$ cat src/design/ole_pkg.sv
`default_nettype none

package ole_pkg;

  // request action codes
  typedef enum logic [1:0] {
    ACT_PREPEND = 2'd0,
    ACT_APPEND  = 2'd1,
    ACT_REMOVE  = 2'd2,
    ACT_DUMP    = 2'd3
  } action_e;

  // result status codes
  typedef enum logic [1:0] {
    STAT_OK        = 2'd0,
    STAT_FULL      = 2'd1,
    STAT_NOT_FOUND = 2'd2,
    STAT_EMPTY     = 2'd3
  } status_e;

  localparam int unsigned ValueW = 32;

endpackage

`default_nettype wire

$ cat src/design/ordered_list_engine_top.sv
`default_nettype none

// Bounded ordered list of signed 32-bit values, held as a ring in one
// synchronous RAM with a head pointer and an entry count. A request is taken
// when start is high and busy is low. Prepend and append give their single
// result in the next cycle and busy stays low, so a new request may follow
// at once. Remove and dump walk the RAM from the head through its single
// read port, one entry per cycle, and hold busy while they walk (remove
// reads, compares and moves each trailing entry one slot forward in the same
// pass; dump emits one result per entry). A remove or dump of an empty list
// answers in the next cycle without going busy. Every result is shown for
// exactly one cycle, marked by done_o, and must be taken then: the receiver
// cannot stall the block. The RAM needs no clearing after reset.
module ordered_list_engine_top
  import ole_pkg::*;
#(
  parameter int unsigned CAPACITY = 16
) (
  input  wire logic                           clk_i,
  input  wire logic                           rst_ni,
  input  wire logic                           start,
  output logic                                busy,
  input  wire logic [1:0]                     action_i,
  input  wire logic signed [ValueW-1:0]       value_i,
  output logic                                done_o,
  output logic [1:0]                          status_o,
  output logic signed [ValueW-1:0]            item_value_o,
  output logic                                last_o,
  output logic [$clog2(CAPACITY+1)-1:0]       occupancy_o
);

  localparam int unsigned IdxW = $clog2(CAPACITY);
  localparam int unsigned CntW = $clog2(CAPACITY + 1);
  localparam logic [CntW-1:0] CapCnt = CntW'(CAPACITY);
  localparam logic [CntW:0]   CapSum = (CntW + 1)'(CAPACITY);

  typedef enum logic [1:0] {
    ST_IDLE,
    ST_REMOVE,
    ST_DUMP
  } state_e;

  // ring position from head plus offset, offset below capacity
  function automatic logic [IdxW-1:0] wrap(input logic [CntW:0] s);
    logic [CntW:0] t;
    t = (s >= CapSum) ? s - CapSum : s;
    return t[IdxW-1:0];
  endfunction

  state_e                   state_q;
  logic [CntW-1:0]          cnt_q;
  logic [IdxW-1:0]          head_q;
  logic [CntW-1:0]          rd_off_q;
  logic [CntW-1:0]          dv_off_q;
  logic                     dv_q;
  logic                     found_q;
  logic [ValueW-1:0]        val_q;
  logic                     done_q;
  status_e                  status_q;
  logic [ValueW-1:0]        item_q;
  logic                     last_q;
  logic [CntW-1:0]          occ_q;

  logic [ValueW-1:0]        mem_q [CAPACITY];
  logic [ValueW-1:0]        rdata_q;

  action_e                  act;
  logic                     accept;
  logic                     full;
  logic [IdxW-1:0]          head_dec;
  logic                     rd_en;
  logic [IdxW-1:0]          rd_addr;
  logic                     we;
  logic [IdxW-1:0]          wa;
  logic [ValueW-1:0]        wd;
  logic                     match;
  logic                     walk_done;

  assign act      = action_e'(action_i);
  assign accept   = start && (state_q == ST_IDLE);
  assign full     = (cnt_q == CapCnt);
  assign head_dec = (head_q == '0) ? IdxW'(CAPACITY - 1) : head_q - IdxW'(1);

  // read walk from the head, one offset per cycle
  assign rd_en   = (state_q != ST_IDLE) && (rd_off_q < cnt_q);
  assign rd_addr = wrap((CntW + 1)'(head_q) + (CntW + 1)'(rd_off_q));

  assign match     = dv_q && !found_q && (rdata_q == val_q);
  assign walk_done = !dv_q && (rd_off_q == cnt_q);

  // write port: inserts from idle, trailing moves during remove
  always_comb begin
    we = 1'b0;
    wa = wrap((CntW + 1)'(head_q) + (CntW + 1)'(cnt_q));
    wd = value_i;
    if (accept && !full && (act == ACT_PREPEND || act == ACT_APPEND)) begin
      we = 1'b1;
      if (act == ACT_PREPEND) begin
        wa = head_dec;
      end
    end else if (state_q == ST_REMOVE && dv_q && found_q) begin
      we = 1'b1;
      wa = wrap((CntW + 1)'(head_q) + (CntW + 1)'(dv_off_q) - (CntW + 1)'(1));
      wd = rdata_q;
    end
  end

  // entry ram
  always_ff @(posedge clk_i) begin
    if (rd_en) begin
      rdata_q <= mem_q[rd_addr];
    end
    if (we) begin
      mem_q[wa] <= wd;
    end
  end

  // control and result registers
  always_ff @(posedge clk_i or negedge rst_ni) begin
    if (!rst_ni) begin
      state_q  <= ST_IDLE;
      cnt_q    <= '0;
      head_q   <= '0;
      rd_off_q <= '0;
      dv_off_q <= '0;
      dv_q     <= 1'b0;
      found_q  <= 1'b0;
      val_q    <= '0;
      done_q   <= 1'b0;
      status_q <= STAT_OK;
      item_q   <= '0;
      last_q   <= 1'b0;
      occ_q    <= '0;
    end else begin
      done_q <= 1'b0;
      item_q <= '0;
      last_q <= 1'b1;
      unique case (state_q)
        ST_IDLE: begin
          if (start) begin
            unique case (act)
              ACT_PREPEND, ACT_APPEND: begin
                done_q <= 1'b1;
                if (full) begin
                  status_q <= STAT_FULL;
                  occ_q    <= cnt_q;
                end else begin
                  status_q <= STAT_OK;
                  occ_q    <= cnt_q + CntW'(1);
                  cnt_q    <= cnt_q + CntW'(1);
                  if (act == ACT_PREPEND) begin
                    head_q <= head_dec;
                  end
                end
              end
              ACT_REMOVE: begin
                if (cnt_q == '0) begin
                  done_q   <= 1'b1;
                  status_q <= STAT_NOT_FOUND;
                  occ_q    <= cnt_q;
                end else begin
                  state_q  <= ST_REMOVE;
                  rd_off_q <= '0;
                  dv_q     <= 1'b0;
                  found_q  <= 1'b0;
                  val_q    <= value_i;
                end
              end
              ACT_DUMP: begin
                if (cnt_q == '0) begin
                  done_q   <= 1'b1;
                  status_q <= STAT_EMPTY;
                  occ_q    <= cnt_q;
                end else begin
                  state_q  <= ST_DUMP;
                  rd_off_q <= '0;
                  dv_q     <= 1'b0;
                end
              end
              default: begin
                state_q <= ST_IDLE;
              end
            endcase
          end
        end
        ST_REMOVE: begin
          dv_q     <= rd_en;
          dv_off_q <= rd_off_q;
          if (rd_en) begin
            rd_off_q <= rd_off_q + CntW'(1);
          end
          if (match) begin
            found_q <= 1'b1;
          end
          if (walk_done) begin
            state_q <= ST_IDLE;
            done_q  <= 1'b1;
            if (found_q) begin
              status_q <= STAT_OK;
              cnt_q    <= cnt_q - CntW'(1);
              occ_q    <= cnt_q - CntW'(1);
            end else begin
              status_q <= STAT_NOT_FOUND;
              occ_q    <= cnt_q;
            end
          end
        end
        ST_DUMP: begin
          dv_q     <= rd_en;
          dv_off_q <= rd_off_q;
          if (rd_en) begin
            rd_off_q <= rd_off_q + CntW'(1);
          end
          // one result per entry read back
          if (dv_q) begin
            done_q   <= 1'b1;
            status_q <= STAT_OK;
            item_q   <= rdata_q;
            last_q   <= (dv_off_q == cnt_q - CntW'(1));
            occ_q    <= cnt_q;
          end
          if (walk_done) begin
            state_q <= ST_IDLE;
          end
        end
        default: begin
          state_q <= ST_IDLE;
        end
      endcase
    end
  end

  assign busy         = (state_q != ST_IDLE);
  assign done_o       = done_q;
  assign status_o     = status_q;
  assign item_value_o = item_q;
  assign last_o       = last_q;
  assign occupancy_o  = occ_q;

endmodule

`default_nettype wire

$ cat config.mk
export PLATFORM = sky130hd
export DESIGN_NAME = ordered_list_engine_top
export DESIGN_NICKNAME = d
export VERILOG_FILES = /design/src/design/ole_pkg.sv /design/src/design/ordered_list_engine_top.sv
export SDC_FILE = /design/constraint.sdc
export NUM_CORES = 1
export LEC_CHECK = 0
export BUFFER_PORTS_ARGS = -buffer_cell sky130_fd_sc_hd__buf_4
export CAP_MARGIN = 20
export CORE_ASPECT_RATIO = 1.4
export CORE_MARGIN = 5
export CORE_UTILIZATION = 55
export CTS_BUF_LIST = sky130_fd_sc_hd__clkbuf_8
export DETAILED_ROUTE_END_ITERATION = 7
export PLACE_DENSITY = 0.77
export SETUP_SLACK_MARGIN = 0.1
export SYNTH_ARGS = -nofsm -noshare
export SYNTH_HDL_FRONTEND = slang
export SYNTH_SLANG_ARGS = --single-unit
$ cat constraint.sdc
create_clock -name clk_i -period 5.7 [get_ports clk_i]
set_clock_uncertainty 0.1 [all_clocks]
set_input_delay 1.14 -clock clk_i [delete_from_list [all_inputs] [get_ports clk_i]]
set_output_delay 1.14 -clock clk_i [all_outputs]
set_load 0.005 [all_outputs]
==> reports/qor.yml <==
cells_and_area:
  fin_cells: 2316
  synthToLayoutAreaGrowth_pct: 13.0
  final_area_mm2: 0.0294
  finalNetCount: 1675
  multi_input_area_mm2: 0.00700
  drive_above_1_share_pct: 25.3
  ff_latch_area_mm2: 0.0187
  fill_cells: 3180
global_routing:
  grt_max_degree: 65
  grt.busiest_layer: "met2"
  grt_util_met2_pct: 40.9
  first_global_vias: 14700
  grt_usage_pct: 23.9
  grt_pass1_wl_um: 92600
  antenna_found_initial: 1
  use_met1_pct: 31.5
  overflow: 0
  use_met3_pct: 3.28
die:
  die_h_um: 267
  die_width_um: 194
  die_area_mm2: 0.0518
  core_mm2: 0.0469
  initial_utilization_pct: 55.4
  ioPinCount: 79
  rows: 94
synthesis:
  synth-edff-count: 544
  yosysMostFrequentCell: "edfxtp_1"
  ys_seq_elements: 640
  synth_area_mm2: 0.0260
  seq_area_frac_synth_pct: 72.1
  synth_top_area_share_pct: 62.8
  yosys.cell_types.count: 64
  syn_avg_cell_area_um2: 17.5
  ys.flop_type: "edfxtp_1"
  yosysTopAreaCell: "edfxtp_1"
  async_flop_share_pct: 15.0
  yosys-top-cells-area: "edfxtp_1, mux4_2, dfrtp_1"
  synth_warnings: 0
  syn-num-nets: 1549
  synthTopCellsByCount: "edfxtp_1, nand2_1, mux4_2"
  synthCells: 1486
clock_tree:
  postCtsSetupBuffers: 0
  cts-root-buf: "clkbuf_8"
  cts_buffer_depth: 3
  clk_pin_slew_ns: 0.06
  cts_resized: 0
  insertion_delay_ns: 0.70
  numCtsBuffers: 92
  clock-sinks: 640
  htreeDepth: 3
  cts_tree: "yes"
  holdBufCountCts: 0
worst_setup_path:
  r2r-start: "cnt_q[0]$_DFFE_PN0P_"
  cp.required_ns: 5.96
  crit_start: "cnt_q[0]$_DFFE_PN0P_"
  worstReg2RegEnd: "mem_q[3][24]$_DFFE_PP_"
  path_max_fanout: 22
  crit_type: "reg2reg"
  r2r_slack_ns: 1.25
  start_kind: "flip-flop"
  rr_worst_depth: 9
  crit_arrival_ns: 4.70
  critPathCaptureType: "flip-flop"
routing:
  ant_nets: 0
  drc: 0
  first_pass_iters: 5
  post_drt_wl_per_cell_um: 26.4
  drt-initial-drc-count: 1397
  routed_wl_um: 61000
  vias: 14100
  via_per_inst: 6.10
placement:
  dpl_cell_area_mm2: 0.0276
  gp_congestion: 0.907
  dp_slack_ns: 1.12
  io_buffers: 78
  dp_cells: 2142
  hpwl_um: 37500
sta:
  finalCriticalPeriod_ns: 4.45
  setup_violations: 0
  fin_crit_sh_pct: 78.0
  slew_headroom_pct: 24.4
  worst_slack_ns: 1.25
  rsz0062_at_grt: "false"
  hold_viol: 0
  worstMarginPinSlew_ns: 1.13
  fmax_ghz: 0.225
  hold_slack_ns: 0.341
  setup_tns_ns: 0
  slew_viol_final: 0
run:
  cap_violations: 0
hold_path:
  hold_class: "in2async"
pwr:
  p_leak_uw: 0.0105
  power-per-cell-area_mw_per_mm2: 586
  ir_drop_v: 0.000722
status:
  status: "finished, final reports clean"
[through the flow]
stage	utilization, %	power (uW)
4_1_cts	62.6	17400
2_1_floorplan	-	11500
3_3_place_gp	58.9	13800
6_report	62.6	17200
3_5_place_dp	58.9	13900
5_1_grt	62.6	18100
[sequential cells by signal, indices dropped and copies added (netlist names), 5 cells and up]
| signal | cells |
|---|---|
| mem_q | 512 |
| rdata_q | 32 |
| rd_off_q | 5 |
| item_value_o | 32 |
| val_q | 32 |
| dv_off_q | 5 |
| occupancy_o | 5 |
| cnt_q | 5 |
[report_power, final]
part / total, uW / switching [uW] / internal (uW)
sequential: 6370 / 424 / 5950
clock: 3410 / 1730 / 1680
combinational: 7430 / 4210 / 3210
[final cells by class]
class,instances,share of cell area (%)
multi-input cells,737,23.8
inverters,27,0.345
flip-flops and latches,640,63.8
repair buffers,114,3.43
clock inverters,73,1.24
diodes,1,0.00852
well taps,624,2.66
clock buffers,100,4.69
[cell usage in the layout (no fill, tap or decap), drive strengths merged, types with 4 or more instances in the layout]
cell,n
a211oi,34
dfrtp,96
clkinv,23
and3,35
a21o,6
nor3,5
o21ai,17
nand4,10
edfxtp,544
and2,34
a31oi,38
nor2b,4
inv,71
nand2b,5
a21oi,17
buf,114
xor2,18
mux4,129
nor4,4
nand3,14
mux2,37
clkbuf,100
ha,23
mux2i,4
xnor2,37
nor2,24
nand2,190
clkinvlp,5
[cell families (layout without fill, tap and decap cells)]
family	count (synthesis)	count (layout)	synth area share, %
adders and majority gates	26	26	1.34
other	0	1	0
DFF	640	640	72.1
AOI/OAI and AO/OA	144	144	3.79
muxes	170	170	12.9
xor gates and xnor gates	55	55	1.85
buffers and inverters	109	314	1.78
and+or+nand+nor	342	342	6.24
[critical path, cell delays in order, from the launching register on]
cell,delay [ns]
dfrtp_1,0.51
inv_1,0.11
ha_1,0.27
nand4bb_1,0.49
a21o_1,0.65
buf_4,0.39
o22ai_1,0.24
nand4_1,0.43
nor2_4,0.59
buf_12,0.30
[per-layer routing]
layer	vias up	routed length, um
met5	-	0
li1	6069	-
met2	701	31800
met1	7252	22700
met3	99	4600
met4	0	1880
[how the worst max path moves through the flow]
| stage | cells after the start | end | slack (ns) |
|---|---|---|---|
| floorplan | 6 | mem_q[0][0]$_DFFE_PP_ | 1.46 |
| global placement | 7 | mem_q[4][22]$_DFFE_PP_ | 1.23 |
| detailed placement | 7 | mem_q[5][23]$_DFFE_PP_ | 1.12 |
| CTS | 9 | mem_q[11][17]$_DFFE_PP_ | 1.32 |
| global route | 9 | mem_q[3][21]$_DFFE_PP_ | 1.01 |
| finish | 9 | mem_q[3][24]$_DFFE_PP_ | 1.25 |
No activity file was read; power rests on OpenSTA's default activity.
